**src/hw/rtl/sjfq_pkg.sv**
```systemverilog
`timescale 1ns / 1ps

package sjfq_pkg;

    localparam int QUEUE_DEPTH_DEF = 8;

    localparam int ID_W    = 8;
    localparam int BURST_W = 16;
    localparam int TIME_W  = 32;
    localparam int STAT_W  = 2;
    localparam int OCC_W   = 4;

    // result codes
    localparam logic [STAT_W-1:0] ST_INSERTED   = 2'd0;
    localparam logic [STAT_W-1:0] ST_DISPATCHED = 2'd1;
    localparam logic [STAT_W-1:0] ST_FULL       = 2'd2;
    localparam logic [STAT_W-1:0] ST_EMPTY      = 2'd3;

    // item kinds
    localparam logic KIND_INSERT   = 1'b0;
    localparam logic KIND_DISPATCH = 1'b1;

    // queue operations
    localparam logic [1:0] OP_NONE   = 2'd0;
    localparam logic [1:0] OP_INSERT = 2'd1;
    localparam logic [1:0] OP_REMOVE = 2'd2;

    typedef struct packed {
        logic              capture;
        logic              load_out;
        logic [1:0]        op;
        logic [STAT_W-1:0] code;
    } t_dp_cmd;

    typedef struct packed {
        logic kind;
        logic full;
        logic empty;
    } t_dp_stat;

endpackage

```
**src/hw/rtl/sjfq_ctrl.sv**
```systemverilog
`timescale 1ns / 1ps

module sjfq_ctrl
    import sjfq_pkg::*;
(
    input  logic     i_clk,
    input  logic     i_rst_n,
    input  logic     i_in_valid,
    output logic     o_in_stall,
    output logic     o_out_valid,
    input  logic     i_out_stall,
    input  t_dp_stat i_stat,
    output t_dp_cmd  o_cmd
);

    localparam logic S_IDLE = 1'b0;
    localparam logic S_EXEC = 1'b1;

    logic r_state, n_state;
    logic r_out_valid, n_out_valid;
    logic w_accept;
    logic w_out_free;

    assign o_in_stall  = (r_state == S_EXEC);
    assign o_out_valid = r_out_valid;
    assign w_accept    = i_in_valid && (r_state == S_IDLE);
    assign w_out_free  = !r_out_valid || !i_out_stall;

    always_comb begin
        n_state      = r_state;
        n_out_valid  = r_out_valid && i_out_stall;
        o_cmd        = '0;
        o_cmd.op     = OP_NONE;
        o_cmd.code   = ST_INSERTED;
        o_cmd.capture = w_accept;
        case (r_state)
            S_IDLE: begin
                if (w_accept) begin
                    n_state = S_EXEC;
                end
            end
            S_EXEC: begin
                if (w_out_free) begin
                    o_cmd.load_out = 1'b1;
                    n_out_valid    = 1'b1;
                    n_state        = S_IDLE;
                    if (i_stat.kind == KIND_INSERT) begin
                        if (i_stat.full) begin
                            o_cmd.code = ST_FULL;
                        end else begin
                            o_cmd.code = ST_INSERTED;
                            o_cmd.op   = OP_INSERT;
                        end
                    end else begin
                        if (i_stat.empty) begin
                            o_cmd.code = ST_EMPTY;
                        end else begin
                            o_cmd.code = ST_DISPATCHED;
                            o_cmd.op   = OP_REMOVE;
                        end
                    end
                end
            end
            default: begin
                n_state = S_IDLE;
            end
        endcase
    end

    always_ff @(posedge i_clk) begin
        if (!i_rst_n) begin
            r_state     <= S_IDLE;
            r_out_valid <= 1'b0;
        end else begin
            r_state     <= n_state;
            r_out_valid <= n_out_valid;
        end
    end

    a_accept_to_exec: assert property (@(posedge i_clk) disable iff (!i_rst_n)
        w_accept |=> r_state == S_EXEC)
        else $error("accepted item did not enter exec");

    a_no_insert_full: assert property (@(posedge i_clk) disable iff (!i_rst_n)
        o_cmd.op == OP_INSERT |-> !i_stat.full)
        else $error("insert issued into full queue");

    a_no_remove_empty: assert property (@(posedge i_clk) disable iff (!i_rst_n)
        o_cmd.op == OP_REMOVE |-> !i_stat.empty)
        else $error("remove issued from empty queue");

    a_exec_completes: assert property (@(posedge i_clk) disable iff (!i_rst_n)
        (r_state == S_EXEC && w_out_free) |=> (o_out_valid && r_state == S_IDLE))
        else $error("exec did not produce a result");

endmodule

```
**src/hw/rtl/sjfq_dp.sv**
```systemverilog
`timescale 1ns / 1ps

module sjfq_dp
    import sjfq_pkg::*;
#(
    parameter int QUEUE_DEPTH = QUEUE_DEPTH_DEF
) (
    input  logic               i_clk,
    input  logic               i_rst_n,
    input  logic               i_kind,
    input  logic [ID_W-1:0]    i_job_id,
    input  logic [BURST_W-1:0] i_burst_time,
    input  logic [TIME_W-1:0]  i_now_time,
    input  t_dp_cmd            i_cmd,
    output t_dp_stat           o_stat,
    output logic [STAT_W-1:0]  o_status,
    output logic [ID_W-1:0]    o_out_job_id,
    output logic [BURST_W-1:0] o_out_burst,
    output logic [TIME_W-1:0]  o_response_time,
    output logic [OCC_W-1:0]   o_occupancy
);

    localparam int CNT_W = $clog2(QUEUE_DEPTH + 1);

    // captured item
    logic               r_kind;
    logic [ID_W-1:0]    r_id;
    logic [BURST_W-1:0] r_burst;
    logic [TIME_W-1:0]  r_now;

    // sorted shift queue, head at cell 0
    logic [BURST_W-1:0] r_burst_q [QUEUE_DEPTH];
    logic [ID_W-1:0]    r_id_q    [QUEUE_DEPTH];
    logic [TIME_W-1:0]  r_arr_q   [QUEUE_DEPTH];
    logic [CNT_W-1:0]   r_count, n_count;

    // cells that hold a job not longer than the new one
    logic [QUEUE_DEPTH-1:0] w_le;

    // result registers
    logic [STAT_W-1:0]  r_status;
    logic [ID_W-1:0]    r_out_id;
    logic [BURST_W-1:0] r_out_burst;
    logic [TIME_W-1:0]  r_resp;
    logic [CNT_W-1:0]   r_occ;

    always_comb begin
        for (int k = 0; k < QUEUE_DEPTH; k++) begin
            w_le[k] = (CNT_W'(k) < r_count) && (r_burst_q[k] <= r_burst);
        end
    end

    assign o_stat.kind  = r_kind;
    assign o_stat.full  = (r_count == CNT_W'(QUEUE_DEPTH));
    assign o_stat.empty = (r_count == '0);

    always_comb begin
        case (i_cmd.op)
            OP_INSERT: n_count = r_count + CNT_W'(1);
            OP_REMOVE: n_count = r_count - CNT_W'(1);
            default:   n_count = r_count;
        endcase
    end

    always_ff @(posedge i_clk) begin
        if (i_cmd.capture) begin
            r_kind  <= i_kind;
            r_id    <= i_job_id;
            r_burst <= i_burst_time;
            r_now   <= i_now_time;
        end
    end

    genvar g;
    generate
        for (g = 0; g < QUEUE_DEPTH; g++) begin : g_cell
            logic w_take_new;
            logic w_take_prev;
            if (g == 0) begin : g_head
                assign w_take_new  = !w_le[g];
                assign w_take_prev = 1'b0;
            end else begin : g_body
                assign w_take_new  = !w_le[g] && w_le[g-1];
                assign w_take_prev = !w_le[g] && !w_le[g-1];
            end

            always_ff @(posedge i_clk) begin
                if (i_cmd.op == OP_INSERT) begin
                    if (w_take_new) begin
                        r_burst_q[g] <= r_burst;
                        r_id_q[g]    <= r_id;
                        r_arr_q[g]   <= r_now;
                    end else if (w_take_prev) begin
                        if (g > 0) begin
                            r_burst_q[g] <= r_burst_q[(g > 0) ? g - 1 : 0];
                            r_id_q[g]    <= r_id_q[(g > 0) ? g - 1 : 0];
                            r_arr_q[g]   <= r_arr_q[(g > 0) ? g - 1 : 0];
                        end
                    end
                end else if (i_cmd.op == OP_REMOVE) begin
                    if (g < QUEUE_DEPTH - 1) begin
                        r_burst_q[g] <= r_burst_q[(g < QUEUE_DEPTH - 1) ? g + 1 : g];
                        r_id_q[g]    <= r_id_q[(g < QUEUE_DEPTH - 1) ? g + 1 : g];
                        r_arr_q[g]   <= r_arr_q[(g < QUEUE_DEPTH - 1) ? g + 1 : g];
                    end
                end
            end
        end
    endgenerate

    always_ff @(posedge i_clk) begin
        if (!i_rst_n) begin
            r_count <= '0;
        end else begin
            r_count <= n_count;
        end
    end

    always_ff @(posedge i_clk) begin
        if (i_cmd.load_out) begin
            r_status <= i_cmd.code;
            r_occ    <= n_count;
            if (i_cmd.op == OP_REMOVE) begin
                r_out_id    <= r_id_q[0];
                r_out_burst <= r_burst_q[0];
                r_resp      <= r_now - r_arr_q[0];
            end else begin
                r_out_id    <= '0;
                r_out_burst <= '0;
                r_resp      <= '0;
            end
        end
    end

    assign o_status        = r_status;
    assign o_out_job_id    = r_out_id;
    assign o_out_burst     = r_out_burst;
    assign o_response_time = r_resp;
    assign o_occupancy     = OCC_W'(r_occ);

    a_count_bound: assert property (@(posedge i_clk) disable iff (!i_rst_n)
        r_count <= CNT_W'(QUEUE_DEPTH))
        else $error("job count above queue depth");

    a_insert_has_room: assert property (@(posedge i_clk) disable iff (!i_rst_n)
        i_cmd.op == OP_INSERT |-> r_count < CNT_W'(QUEUE_DEPTH))
        else $error("insert with no free cell");

    a_remove_has_job: assert property (@(posedge i_clk) disable iff (!i_rst_n)
        i_cmd.op == OP_REMOVE |-> r_count != '0)
        else $error("remove with no job waiting");

endmodule

```
**src/hw/rtl/shortest_job_first_queue.sv**
```systemverilog
`timescale 1ns / 1ps
// result: the result register loads in the exec state after the input transfer, once the output register is free
// the block takes no new item while in exec (input transfer, then exec); a stalled result holds exec
// a new item is taken while the previous result still waits in the output register
// reset: synchronous active-low i_rst_n empties the queue and drops any pending result
// queue entries hold no reset value; only entries below the job count are ever read

module shortest_job_first_queue
    import sjfq_pkg::*;
#(
    parameter int QUEUE_DEPTH = QUEUE_DEPTH_DEF
) (
    input  logic               i_clk,
    input  logic               i_rst_n,
    // input channel
    input  logic               i_in_valid,
    output logic               o_in_stall,
    input  logic               i_kind,
    input  logic [ID_W-1:0]    i_job_id,
    input  logic [BURST_W-1:0] i_burst_time,
    input  logic [TIME_W-1:0]  i_now_time,
    // result channel
    output logic               o_out_valid,
    input  logic               i_out_stall,
    output logic [STAT_W-1:0]  o_status,
    output logic [ID_W-1:0]    o_out_job_id,
    output logic [BURST_W-1:0] o_out_burst,
    output logic [TIME_W-1:0]  o_response_time,
    output logic [OCC_W-1:0]   o_occupancy
);

    // controller to datapath commands and datapath flags back
    t_dp_cmd  w_cmd;
    t_dp_stat w_stat;

    // controller: idle/exec sequencer, owns both handshakes and picks the
    // queue operation and result code from the item kind and full/empty flags
    sjfq_ctrl u_ctrl (
        .i_clk       (i_clk),
        .i_rst_n     (i_rst_n),
        .i_in_valid  (i_in_valid),
        .o_in_stall  (o_in_stall),
        .o_out_valid (o_out_valid),
        .i_out_stall (i_out_stall),
        .i_stat      (w_stat),
        .o_cmd       (w_cmd)
    );

    // datapath: sorted shift queue where every cell compares its burst with
    // the new job in parallel; insert shifts the tail back one cell, dispatch
    // shifts the whole queue toward the head
    sjfq_dp #(
        .QUEUE_DEPTH (QUEUE_DEPTH)
    ) u_dp (
        .i_clk           (i_clk),
        .i_rst_n         (i_rst_n),
        .i_kind          (i_kind),
        .i_job_id        (i_job_id),
        .i_burst_time    (i_burst_time),
        .i_now_time      (i_now_time),
        .i_cmd           (w_cmd),
        .o_stat          (w_stat),
        .o_status        (o_status),
        .o_out_job_id    (o_out_job_id),
        .o_out_burst     (o_out_burst),
        .o_response_time (o_response_time),
        .o_occupancy     (o_occupancy)
    );

endmodule

```
**config.mk**
```make
export PLATFORM = sky130hd
export DESIGN_NAME = shortest_job_first_queue
export DESIGN_NICKNAME = d
export VERILOG_FILES = /design/src/hw/rtl/sjfq_pkg.sv /design/src/hw/rtl/sjfq_ctrl.sv /design/src/hw/rtl/sjfq_dp.sv /design/src/hw/rtl/shortest_job_first_queue.sv
export SDC_FILE = /design/constraint.sdc
export NUM_CORES = 1
export LEC_CHECK = 0
export BUFFER_PORTS_ARGS = -buffer_cell sky130_fd_sc_hd__buf_2
export CELL_PAD_IN_SITES_DETAIL_PLACEMENT = 1
export CELL_PAD_IN_SITES_GLOBAL_PLACEMENT = 2
export CORE_AREA = 2 2 283 285
export DETAILED_ROUTE_END_ITERATION = 8
export DIE_AREA = 0 0 285 287
export HOLD_SLACK_MARGIN = 0.05
export PLACE_DENSITY = 0.77
export SYNTH_ARGS = -nofsm -noshare
export SYNTH_HDL_FRONTEND = slang
export SYNTH_SLANG_ARGS = --single-unit
```
**constraint.sdc**
```tcl
create_clock -name i_clk -period 10.4 [get_ports i_clk]
set_input_delay 1.56 -clock i_clk [delete_from_list [all_inputs] [get_ports i_clk]]
set_output_delay 1.56 -clock i_clk [all_outputs]
set_load 0.02 [all_outputs]
```
# Word level (Yosys, flattened, before mapping)
# Memory sizes are Yosys's and may differ from the RTL's.
# Index checks and enable logic that the tools add are counted.
# totals
out_inout_bits	64
n_memories	3
wordCells	227
rom_bits	0
input_bits	61
mem_bits_rw	448
reg_bits	125
latchBits	0
# op_classes
n_shift	0
mul	0
order_cmp	16
n_eq_ne	3
div_mod_pow	0
bitwise	43
muxes	110
n_reduce_logical	37
n_addsub	3
# mem_list
name	words	word_bits	rd	rd_ports_with_merged_regs	write_ports	line_no	source
u_dp.r_arr_q	8	32	8	0	8	sjfq_dp.sv:34	logic [TIME_W-1:0] r_arr_q [QUEUE_DEPTH];
u_dp.r_burst_q	8	16	8	0	8	sjfq_dp.sv:32	logic [BURST_W-1:0] r_burst_q [QUEUE_DEPTH];
u_dp.r_id_q	8	8	8	0	8	sjfq_dp.sv:33	logic [ID_W-1:0] r_id_q [QUEUE_DEPTH];
# ops
operator	n
$mux W32	14
$mux W16	14
$le A16 B16 Y1	8
$mux W8	14
$mux W1	60
$or A1 B1 Y1	42
$sub A32 B32 Y32	1
$logic_and A1 B1 Y1	24
$lt A3 B4 Y1 const A	4
$logic_not A1 Y1	10
$mux W5	2
$lt A1 B4 Y1 const A	2
$lt A2 B4 Y1 const A	2
$pmux W4 S2	1
$mux W2	3
$add A4 B1 Y4 const B	1
$eq A4 B4 Y1 const B	1
$logic_not A4 Y1	1
$mux W4	1
$sub A4 B1 Y4 const B	1
$eq A2 B1 Y1 const B	1
$eq A2 B2 Y1 const B	1
$pmux W1 S2	1
$reduce_and A2 Y1	1
other kinds (2)	2

# Logic depth before layout (Yosys ltp)
# Gate-level depths: netlist (run 1).
# An unclocked memory read counts as a cell.
# depth
word_depth	11
mapped_depth	15
mapped_depth_nobuf	13

# Cells and area by module
# A second synthesis (run 1) with hierarchy kept.
# hier_totals
hier_cells	2566
area_unflattened_um2	31018.5
# modules_own_cells
mod	area_each_um2	seq_area_each_um2	cells_each	instances
sjfq_dp	30878.4	17106.4	2551	1
sjfq_ctrl	140.1	40.0	15	1

# Worst setup path before layout (run 1)
# Ideal clock, no wire load.
# synth_timing
path_type	in2reg
from	input i_out_stall
to	memory u_dp.r_arr_q[2][0], in the netlist u_dp.r_arr_q[0][64] (enable)
path_slack_ns	2.413
arrival_ns	7.434
path_stages	8
n_path_buf	0
setup_ns	0.553
required_ns	9.847
path_cell_list	nand2_1 nand2_1 inv_1 and3_1 inv_1 ha_1 inv_1 o31ai_1
# synth_lines
item	line_no	source
start: declaration	shortest_job_first_queue.sv:24	input logic i_out_stall,
end: declaration	sjfq_dp.sv:34	

# Worst setup path after layout (run 1)
# layout_timing
from	input i_out_stall
to	register u_dp.r_resp[29], in the netlist u_dp.o_response_time[29], data pin
# layout_via
elab_chain_cells	5
# layout_lines
item	line_no	source
$logic_not A1 Y1	sjfq_ctrl.sv:27	assign w_out_free = !r_out_valid || !i_out_stall;
$logic_or A1 B1 Y1	sjfq_ctrl.sv:27	
$mux W5	sjfq_ctrl.sv:43	if (w_out_free) begin
$mux W5	sjfq_ctrl.sv:36	case (r_state)
$eq A2 B2 Y1	sjfq_dp.sv:123	if (i_cmd.op == OP_REMOVE) begin
end signal: assignment	sjfq_dp.sv:126	r_resp <= r_now - r_arr_q[0];
end: declaration	sjfq_dp.sv:44	logic [TIME_W-1:0] r_resp;
# No other way between the ends.
# A chain may end at the register's enable or synchronous reset.

==> run_results.csv, run 1 <==
group,metric,value,unit
run_status,status,"finished clean",
global_routing,grt_pass1_wl,149500,um
floorplan,die_w,285,um
synth,syn_nets,2755,
power_and_ir_drop,p_seq_frac,0.471,
clock_network,cts.sinks,573,
sta,final.setup_skew,0.03313,ns
clock_network,cts_tree,"yes",
power_and_ir_drop,p_leak,12.47,nW
power_and_ir_drop,comb_power_share,0.111,
synth,syn_area_per_cell,12.33,um^2
floorplan,fp.dieH,287,um
routing,avgRoutedWirePerCell,26.76,um
power_and_ir_drop,sw_frac_of_total,0.2577,
critical_path,critPathArrivalTime,6.46,ns
finish,finalNetCount,2818,
power_and_ir_drop,worst_ir_drop_vdd,102.4,uV
floorplan,die_area,81800,um^2
clock_network,cts_buffers,70,
routing,drtIter0Drc,1901,
global_routing,grt_max_degree,204,
floorplan,fp.coreArea,78610,um^2
critical_path,crit_chain,"buf_2 > nand2_1 > nand2_1 > clkinv_2 > and3_1 > ha_4 > buf_4 > inv_6 > buf_4 > buf_4 > nor3_1 > a31oi_1 > o211ai_1",
power_and_ir_drop,power.switching,1.516,mW
placed_design,dp_hpwl,61380,um
global_routing,grt_pass1_vias,23370,
clock_network,cts_htree_levels,3,
critical_path,cp_max_fo,85,
sta,finalMaxSlewViolations,0,
sta,slew_headroom,0.1810,
routing,routed_wirelength,98920,um
synth,ys_types,69,
min_path,hold_path_class,"flop to flop",
synth,ys_warn_count,0,
floorplan,initial_core_util,0.3966,
global_routing,track_usage,0.2392,
global_routing,antenna_found_initial,1,
critical_path,path_common_cell,"buf_4",
clock_network,root_buffer,"clkbuf_16",
sta,fmax,0.1636,GHz
synth,ys_ff_latch,573,
critical_path,reg2reg_slack,4.92,ns
finish,area_growth,12.35,%
floorplan,ios,125,
critical_path,crit_type,"input port to flop",
critical_path,crit_slowest_cell,"buf_4",
sta,grt_setup_unrepaired,"no",
sta,setup_viol,0,
finish,drive_gt1_frac,0.1689,
synth,netlist_instances,2529,
critical_path,crit_family,"buffers and inverters",
sta,setup-tns-final,0,ns
critical_path,cp.buffers_inverters,6,
power_and_ir_drop,power.internal,4.366,mW
clock_network,cts_buffer_depth,3,
synth,async_flop_share,0,
critical_path,endpoint_kind,"flop",
placed_design,placement.io_buffers,124,
critical_path,start_kind,"input port",
job,cap_violations,0,
critical_path,critPathMaxStageDelay,0.86,ns
clock_network,path_clk_slew,0.06,ns
routing,route.vias.total,22470,
routing,vias_per_cell,6.077,
synth,seq_area_frac_synth,0.5499,
sta,fin_crit,6.113,ns
placed_design,gp_congestion,0.8781,
synth,synth_area,31180,um^2
power_and_ir_drop,clkPwrFrac,0.418,
sta,finalHoldViolCount,0,
sta,setup_ws,4.287,ns
clock_network,post_cts_buffers,0,
placed_design,pre_cts_slack,3.691,ns
critical_path,cp_data_required_time,10.74,ns
global_routing,overflow,0,
floorplan,row_count,103,
clock_network,clock_latency,0.63,ns
finish,antenna_cells,0,
routing,ant_nets,0,
power_and_ir_drop,powerDensity,167.9,nW/um^2
sta,finalCritPeriodShare,0.5878,
routing,drc,0,
clock_network,postCtsHoldBufs,0,
synth,synth_edf_count,567,
routing,firstDrtPassIters,5,
synth,synth-main-ff-cell,"edfxtp_1",
sta,tightest_slew,1.224,ns
clock_network,cts_resized,0,
## cells in the mapped netlist (all sizes together) (13+ instances only)
master / count / area [um^2]
a21o: 78 / 585.6
a21oi: 145 / 725.7
a221o: 113 / 1131
a2bb2oi: 110 / 963.4
a31oi: 62 / 387.9
and2: 30 / 187.7
buf: 57 / 354.1
clkbuf: 115 / 431.7
edfxtp: 567 / 17030
ha: 164 / 2052
inv: 77 / 289.0
mux2: 133 / 1498
mux2i: 96 / 960.9
nand2: 183 / 686.9
nand3: 17 / 85.08
nand4: 31 / 193.9
nor2: 73 / 276.5
nor2b: 51 / 319.1
nor3: 17 / 85.08
nor3b: 112 / 955.9
o21ai: 153 / 765.7
xnor2: 13 / 113.9
## worst reg2reg max path, delay by kind of cell, from the launching register on
kind,cells,cell delay (ns)
AND/OR/NAND/NOR,4,1.77
flip-flops,1,0.54
buffers and inverters,2,1.09
adder cells (fa/ha/maj),1,0.41
AO/OA/AOI/OAI,2,1.26
## cells in the final DEF, fill, tap and decap left out, types with 10 or more instances in the layout
cell	netlist	routed
a21o_1	78	78
a21oi_1	145	144
a221o_1	113	113
a2bb2oi_1	110	110
a31oi_1	62	62
and2_1	30	30
buf_2	25	124
buf_4	11	38
clkbuf_1	115	15
clkbuf_16	0	71
clkinv_1	0	12
clkinv_2	0	14
edfxtp_1	567	567
ha_1	164	163
inv_1	76	75
mux2_2	130	130
mux2i_1	96	96
nand2_1	183	180
nand3_1	17	17
nand4_1	31	31
nor2_1	72	69
nor2b_1	51	50
nor3_1	17	17
nor3b_1	89	88
nor3b_2	23	24
nor4_1	10	10
o21ai_0	141	139
o21ai_1	12	12
xnor2_1	13	13
## cell families (layout without fill, tap and decap cells)
logic type / Yosys count / count (layout) / synth area share
DFF: 573 / 573 / 0.5499
buffers and inverters: 249 / 367 / 0.03447
AOI/OAI and AO/OA: 729 / 729 / 0.1640
muxes: 229 / 229 / 0.07885
adders and majority gates: 165 / 165 / 0.06645
xor gates and xnor gates: 21 / 21 / 0.005899
and+or+nand+nor: 563 / 563 / 0.1004
## per-stage QoR
stage	hold slack [ns]	utilization	area, um^2	power (mW)	std cells
after floorplan	0.5141	-	31180	3.224	2529
after global placement	0.5222	0.4171	32790	3.435	3570
after detailed placement	0.5357	0.4171	32790	3.466	3570
after CTS	0.5491	0.4456	35030	5.929	3697
after global routing	0.5743	0.4456	35030	6.085	3697
final	0.5425	0.4456	35030	5.882	3697
## per-layer routing
metal | GRT usage | wire length (um) | up-vias
met2 | 0.3905 | 46360 | 719
met1 | 0.3334 | 44620 | 11580
met3 | 0.03127 | 5483 | 149
met4 | 0.07081 | 2452 | 0
met5 | 0 | 0 | -
li1 | - | - | 10020
## registers in the layout (all words and copies together) (netlist names)
name / cells
u_dp.r_id_q: 64
u_dp.o_out_job_id: 8
u_dp.r_burst: 16
u_dp.o_response_time: 32
u_dp.r_id: 8
u_dp.r_count: 4
u_ctrl.o_out_valid: 1
u_dp.r_now: 32
u_ctrl.o_in_stall: 1
u_dp.r_burst_q: 128
u_dp.o_status: 2
u_dp.o_occupancy: 4
u_dp.r_arr_q: 256
u_dp.r_kind: 1
u_dp.o_out_burst: 16
## cell type report
class	instances	area, um^2
fillers	8205	43580
flip-flops and latches	573	17150
multi-input cells	1707	13110
clock buffers	89	1874
well taps	1050	1314
repair buffers	163	925.9
clock inverters	38	366.6
inverters	77	295.3
## power by group through the flow
stage	clock (mW)	combinational [mW]	sequential [mW]
5_1_grt	2.59	0.714	2.78
3_3_place_gp	0	0.622	2.81
6_report	2.46	0.652	2.77
4_1_cts	2.51	0.653	2.77
2_1_floorplan	0	0.420	2.80
3_5_place_dp	0	0.649	2.82
## worst paths after layout
path                                       endpoint                           from  depth (start not counted)
min reg2reg            u_dp.r_arr_q[0][8]$_DFFE_PP_  u_dp.r_arr_q[0][40]$_DFFE_PP_                          1
min                    u_dp.r_arr_q[0][8]$_DFFE_PP_  u_dp.r_arr_q[0][40]$_DFFE_PP_                          1
max          u_dp.o_response_time[29]$_SDFFCE_PN0P_                    i_out_stall                         13
max reg2reg           u_dp.r_arr_q[1][39]$_DFFE_PP_     u_dp.r_burst[15]$_DFFE_PP_                          9
Power figures use the tool's default switching activity.
==> run 2: changes to the inputs <==
PLACE_DENSITY = 0.8   (was 0.77)
clock period = 5.2 ns   (was 10.4 ns; I/O delays follow)
==> run_results.csv, run 2 (synthesized netlist as in run 1, its figures left out) <==
group,metric,value,unit
sta,hold_ws,0.3259,ns
finish,final_cell_mix,"edfxtp_1, nand2_1, ha_1",
clock_network,cts_htree_levels,3,
clock_network,post_cts_buffers,0,
power_and_ir_drop,p_leak,12.50,nW
clock_network,cts_buffer_depth,3,
sta,tightest_slew,1.141,ns
floorplan,fp.coreArea,78610,um^2
finish,multi_input_area,13100,um^2
routing,ant_nets,0,
sta,setup_viol,0,
routing,drc,0,
job,cap_violations,0,
sta,setup-tns-final,0,ns
global_routing,overflow,0,
finish,largest_register_ffs,256,
floorplan,die_area,81800,um^2
clock_network,path_clk_slew,0.06,ns
finish,area_growth,12.88,%
sta,grt_setup_unrepaired,"no",
critical_path,cp_max_fo,28,
finish,layout_commonest_cell,"edfxtp_1",
routing,route.vias.total,22630,
finish,regArea,17150,um^2
critical_path,cp_data_required_time,5.64,ns
clock_network,root_buffer,"clkbuf_16",
clock_network,cts_tree,"yes",
routing,routed_wirelength,101100,um
clock_network,clock_latency,0.63,ns
global_routing,antenna_found_initial,1,
sta,finalCritPeriodShare,0.8015,
sta,fin_crit,4.168,ns
sta,slew_headroom,0.2394,
global_routing,grt_pass1_vias,23740,
min_path,hold_path_class,"input port to flop",
floorplan,fp.dieH,287,um
sta,fmax,0.2399,GHz
critical_path,crit_type,"flop to flop",
routing,vias_per_cell,6.119,
power_and_ir_drop,powerDensity,329.7,nW/um^2
finish,antenna_cells,0,
finish,reg_top3,"u_dp.r_arr_q (256), u_dp.r_burst_q (128), u_dp.r_id_q (64)",
routing,firstDrtPassIters,5,
placed_design,dp_hpwl,62120,um
run_status,status,"finished clean",
critical_path,endpoint_kind,"flop",
global_routing,grt_max_degree,205,
floorplan,ios,125,
routing,avgRoutedWirePerCell,27.33,um
finish,top_register,"u_dp.r_arr_q",
clock_network,cts_resized,0,
floorplan,die_w,285,um
placed_design,placement.io_buffers,124,
critical_path,critPathArrivalTime,4.61,ns
placed_design,gp_congestion,0.8757,
routing,drtIter0Drc,2043,
sta,finalHoldViolCount,0,
clock_network,cts.sinks,573,
power_and_ir_drop,p_total,11.60,mW
critical_path,reg2reg_slack,1.03,ns
floorplan,initial_core_util,0.3966,
floorplan,row_count,103,
global_routing,grt_pass1_wl,153400,um
clock_network,postCtsHoldBufs,0,
sta,finalMaxSlewViolations,0,
global_routing,track_usage,0.2454,
finish,fillers,8178,
clock_network,cts_buffers,69,
finish,drive_gt1_frac,0.1681,
sta,final.setup_skew,0.03098,ns
power_and_ir_drop,worst_ir_drop_vdd,208.1,uV
finish,finalNetCount,2822,
critical_path,start_kind,"flop",
[run 2: changes by cell type in the layout (fill, tap and decap cells not counted), sizes merged]
cell      delta
bufinv       -3
inv          -3
buf          +5
clkinvlp     +2
[run 2: worst paths after layout]
path,startpoint,end,depth (start not counted)
setup reg to reg,u_dp.r_burst[1]$_DFFE_PP_,u_dp.r_arr_q[0][37]$_DFFE_PP_,10
hold reg to reg,u_ctrl.o_out_valid$_SDFF_PN0_,u_ctrl.o_out_valid$_SDFF_PN0_,2
setup / recovery,u_dp.r_burst[1]$_DFFE_PP_,u_dp.r_arr_q[0][37]$_DFFE_PP_,10
hold / removal,i_now_time[28],u_dp.r_now[28]$_DFFE_PP_,1
[run 2: final cells by class]
type | count | share of cell area
multi-input cells | 1707 | 0.3723
clock inverters | 34 | 0.008994
flip-flops and latches | 573 | 0.4872
clock buffers | 89 | 0.05240
repair buffers | 168 | 0.03342
well taps | 1050 | 0.03733
inverters | 77 | 0.008390
[run 2: where the power goes]
| part | total, mW | switching (mW) | internal (mW) | leakage [nW] |
|---|---|---|---|---|
| sequential | 5.54 | 0.165 | 5.37 | 5.28 |
| clock | 4.73 | 2.05 | 2.68 | 1.05 |
| combinational | 1.34 | 0.823 | 0.514 | 6.18 |
| total | 11.6 | 3.04 | 8.57 | 12.5 |
[run 2: per-stage QoR]
stage | util | instance area (um^2) | std cells | setup slack, ns
2_1_floorplan | - | 31190 | 2529 | -0.2860
3_3_place_gp | 0.4202 | 33040 | 3575 | 0.9848
3_5_place_dp | 0.4202 | 33040 | 3575 | 0.8640
4_1_cts | 0.4477 | 35200 | 3698 | 1.014
5_1_grt | 0.4477 | 35200 | 3698 | 0.7269
6_report | 0.4477 | 35200 | 3698 | 1.032
[run 2: layer usage]
| layer | track usage | routed length [um] | vias up |
|---|---|---|---|
| li1 | - | - | 10030 |
| met1 | 0.3378 | 45120 | 11650 |
| met2 | 0.4019 | 47660 | 791 |
| met3 | 0.03810 | 5961 | 155 |
| met4 | 0.07042 | 2332 | 0 |
| met5 | 0 | 0 | - |
[run 2: worst max-delay path, cell delays in order (launching register included)]
cell,delay (ns)
edfxtp_1,0.49
inv_1,0.38
ha_1,0.32
nor2b_1,0.13
o211ai_1,0.30
a21boi_1,0.13
o31ai_1,0.63
or2_2,0.88
buf_4,0.45
nand2_1,0.09
a2bb2oi_1,0.19
==> run 3: changes to the inputs <==
ABC_AREA = 1   (was not set)
CORE_AREA = 2 2 297 299   (was 2 2 283 285)
DIE_AREA = 0 0 299 301   (was 0 0 285 287)
PLACE_DENSITY = 0.83   (was 0.8)
clock period = 4.15 ns   (was 5.2 ns; I/O delays follow)
==> run_results.csv, run 3 <==
group,metric,value,unit
run_status,status,"finished clean",
synth,ys_types,39,
synth,synth_edf_count,567,
global_routing,overflow,0,
min_path,min_from,"i_job_id[4]",
global_routing,track_usage,0.2639,
floorplan,row_count,108,
floorplan,die_w,299,um
clock_network,root_buffer,"clkbuf_16",
power_and_ir_drop,worst_ir_drop_vdd,279.8,uV
global_routing,antenna_found_initial,0,
synth,synthTopCellsByArea,"edfxtp_1, nand2_1, nand3_1, ha_1, inv_1",
routing,routed_wirelength,119500,um
finish,antenna_cells,0,
finish,largest_register_ffs,256,
critical_path,rr_worst_depth,12,
clock_network,post_cts_buffers,0,
synth,yosysMostFrequentCell,"nand2_1",
sta,hold_ws,0.1546,ns
clock_network,path_clk_slew,0.06,ns
power_and_ir_drop,powerDensity,415.0,nW/um^2
min_path,whs_path_depth,1,
sta,grt_setup_unrepaired,"no",
sta,fin_crit,3.558,ns
synth,netlist_instances,3970,
synth,yosysTopAreaCell,"edfxtp_1",
synth,synth.top_cell.area_share,0.5074,
synth,async_flop_share,0,
job,cap_violations,0,
clock_network,cts_buffer_depth,3,
min_path,min_to,"u_dp.r_id[4]$_DFFE_PP_",
critical_path,critPathArrivalTime,3.91,ns
routing,avgRoutedWirePerCell,22.90,um
min_path,hold_path_class,"input port to flop",
global_routing,grt_pass1_wl,183400,um
critical_path,crit_type,"flop to flop",
routing,drtIter0Drc,2188,
floorplan,die_area,90000,um^2
finish,top_register,"u_dp.r_arr_q",
clock_network,postCtsHoldBufs,0,
sta,fmax,0.2811,GHz
floorplan,initial_core_util,0.3880,
routing,ant_nets,0,
synth,syn_area_per_cell,8.452,um^2
power_and_ir_drop,p_leak,16.72,nW
clock_network,cts_tree,"yes",
sta,tightest_slew,0.9769,ns
finish,finalNetCount,4234,
critical_path,cp_data_required_time,4.50,ns
synth,ys_warn_count,0,
critical_path,start_kind,"flop",
clock_network,cts_resized,0,
critical_path,reg2reg_slack,0.59,ns
sta,finalHoldViolCount,0,
synth,synth-main-ff-cell,"edfxtp_1",
floorplan,fp.coreArea,86480,um^2
floorplan,fp.dieH,301,um
placed_design,post-place-cells,5090,
clock_network,clock_latency,0.64,ns
routing,drc,0,
critical_path,r2r_end,"u_dp.r_arr_q[0][89]$_DFFE_PP_",
routing,firstDrtPassIters,5,
floorplan,ios,125,
synth,synth_area,33550,um^2
finish,reg_top3,"u_dp.r_arr_q (256), u_dp.r_burst_q (128), u_dp.r_id_q (64)",
placed_design,dp_hpwl,75200,um
placed_design,placement.io_buffers,124,
routing,route.vias.total,29040,
synth,synth_commonest_cells,"nand2_1, edfxtp_1, inv_1",
sta,slew_headroom,0.3419,
clock_network,cts_htree_levels,3,
global_routing,grt_max_degree,155,
placed_design,gp_congestion,0.8243,
critical_path,startpoint,"u_dp.r_burst[14]$_DFFE_PP_",
sta,finalMaxSlewViolations,0,
global_routing,grt_pass1_vias,29800,
sta,finalCritPeriodShare,0.8573,
critical_path,regToRegStartpoint,"u_dp.r_burst[14]$_DFFE_PP_",
finish,area_growth,12.50,%
critical_path,cp_max_fo,25,
synth,seq_area_frac_synth,0.5110,
finish,final_cell_mix,"nand2_1, edfxtp_1, inv_1",
clock_network,cts.sinks,573,
finish,drive_gt1_frac,0.08444,
routing,vias_per_cell,5.567,
critical_path,endpoint_kind,"flop",
synth,ys_ff_latch,573,
finish,layout_commonest_cell,"nand2_1",
sta,final.setup_skew,0.03468,ns
finish,stdcell_count,5217,
clock_network,cts_buffers,71,
sta,setup_viol,0,
synth,syn_nets,4196,
run 3: cell types whose count changed after synthesis, sizes merged, moves of 58 or more:
cell and change:
a21o -73, a221o -113, a2bb2oi -110, a31oi -58, buf +85, inv +373, mux2 -133, mux2i -95
nand2 +1182, nand3 +407, nand4 +205, nor3b -112, o21ai +85
run 3: worst max-delay path by stage:
stage / to
after floorplan: u_dp.r_arr_q[0][0]$_DFFE_PP_
after global placement: u_dp.o_response_time[24]$_SDFFCE_PN0P_
after detailed placement: u_dp.o_response_time[24]$_SDFFCE_PN0P_
after CTS: u_dp.o_response_time[24]$_SDFFCE_PN0P_
after global routing: u_dp.r_burst_q[0][23]$_DFFE_PP_
final: u_dp.r_arr_q[0][89]$_DFFE_PP_
run 3: logic make-up after synthesis:
logic type | count (synthesis) | share of synthesized area
buf+inv | 690 | 0.08890
mux | 1 | 0.0002983
flops | 573 | 0.5110
fa+ha+maj | 165 | 0.06175
simple gates | 2135 | 0.2745
xor+xnor | 2 | 0.0005221
compound gates | 404 | 0.06302
run 3: layout make-up:
class / instances / area (um^2)
Sequential cell: 573 / 17150
Fill cell: 10280 / 48730
Timing Repair Buffer: 204 / 1609
Tap cell: 1155 / 1445
Multi-Input combinational cell: 2707 / 13600
Inverter: 451 / 1705
Clock buffer: 91 / 1956
Clock inverter: 36 / 284.0
run 3: per-stage QoR:
step                area [um^2]    util  setup WS, ns  total power, mW  setup TNS, ns
detailed placement        35510  0.4106        0.6539            9.573              0
global route              37750  0.4365        0.4274            16.29              0
floorplan                 33580       -       -0.4833            8.636        -100.46
CTS                       37750  0.4365        0.6372            15.77              0
global placement          35510  0.4106        0.6814            9.495              0
finish                    37750  0.4365        0.5922            15.67              0
run 3: worst max-delay path, cell delays in order (launching register included):
cell and delay (ns):
edfxtp_1 0.42, inv_1 0.39, buf_4 0.24, ha_1 0.24, nand2_1 0.19, o21ai_0 0.20, a21oi_1 0.19, nand2_1 0.07
nand2_1 0.17, nand2_4 0.18, o21ai_0 0.27, clkinv_2 0.36, buf_12 0.31
run 3: report_power, final:
group	switching, mW	internal (mW)
Combinational	1.69	0.690
Clock	2.62	3.57
Sequential	0.225	6.87
Total	4.54	11.1
run 3: metal layers:
layer  part of all wire  track usage  vias up
li1                   -            -    13490
met1               0.46       0.3690    14650
met2               0.47       0.4330      750
met3              0.047      0.03023      153
met4              0.024      0.07345        0
met5                  0            0        -
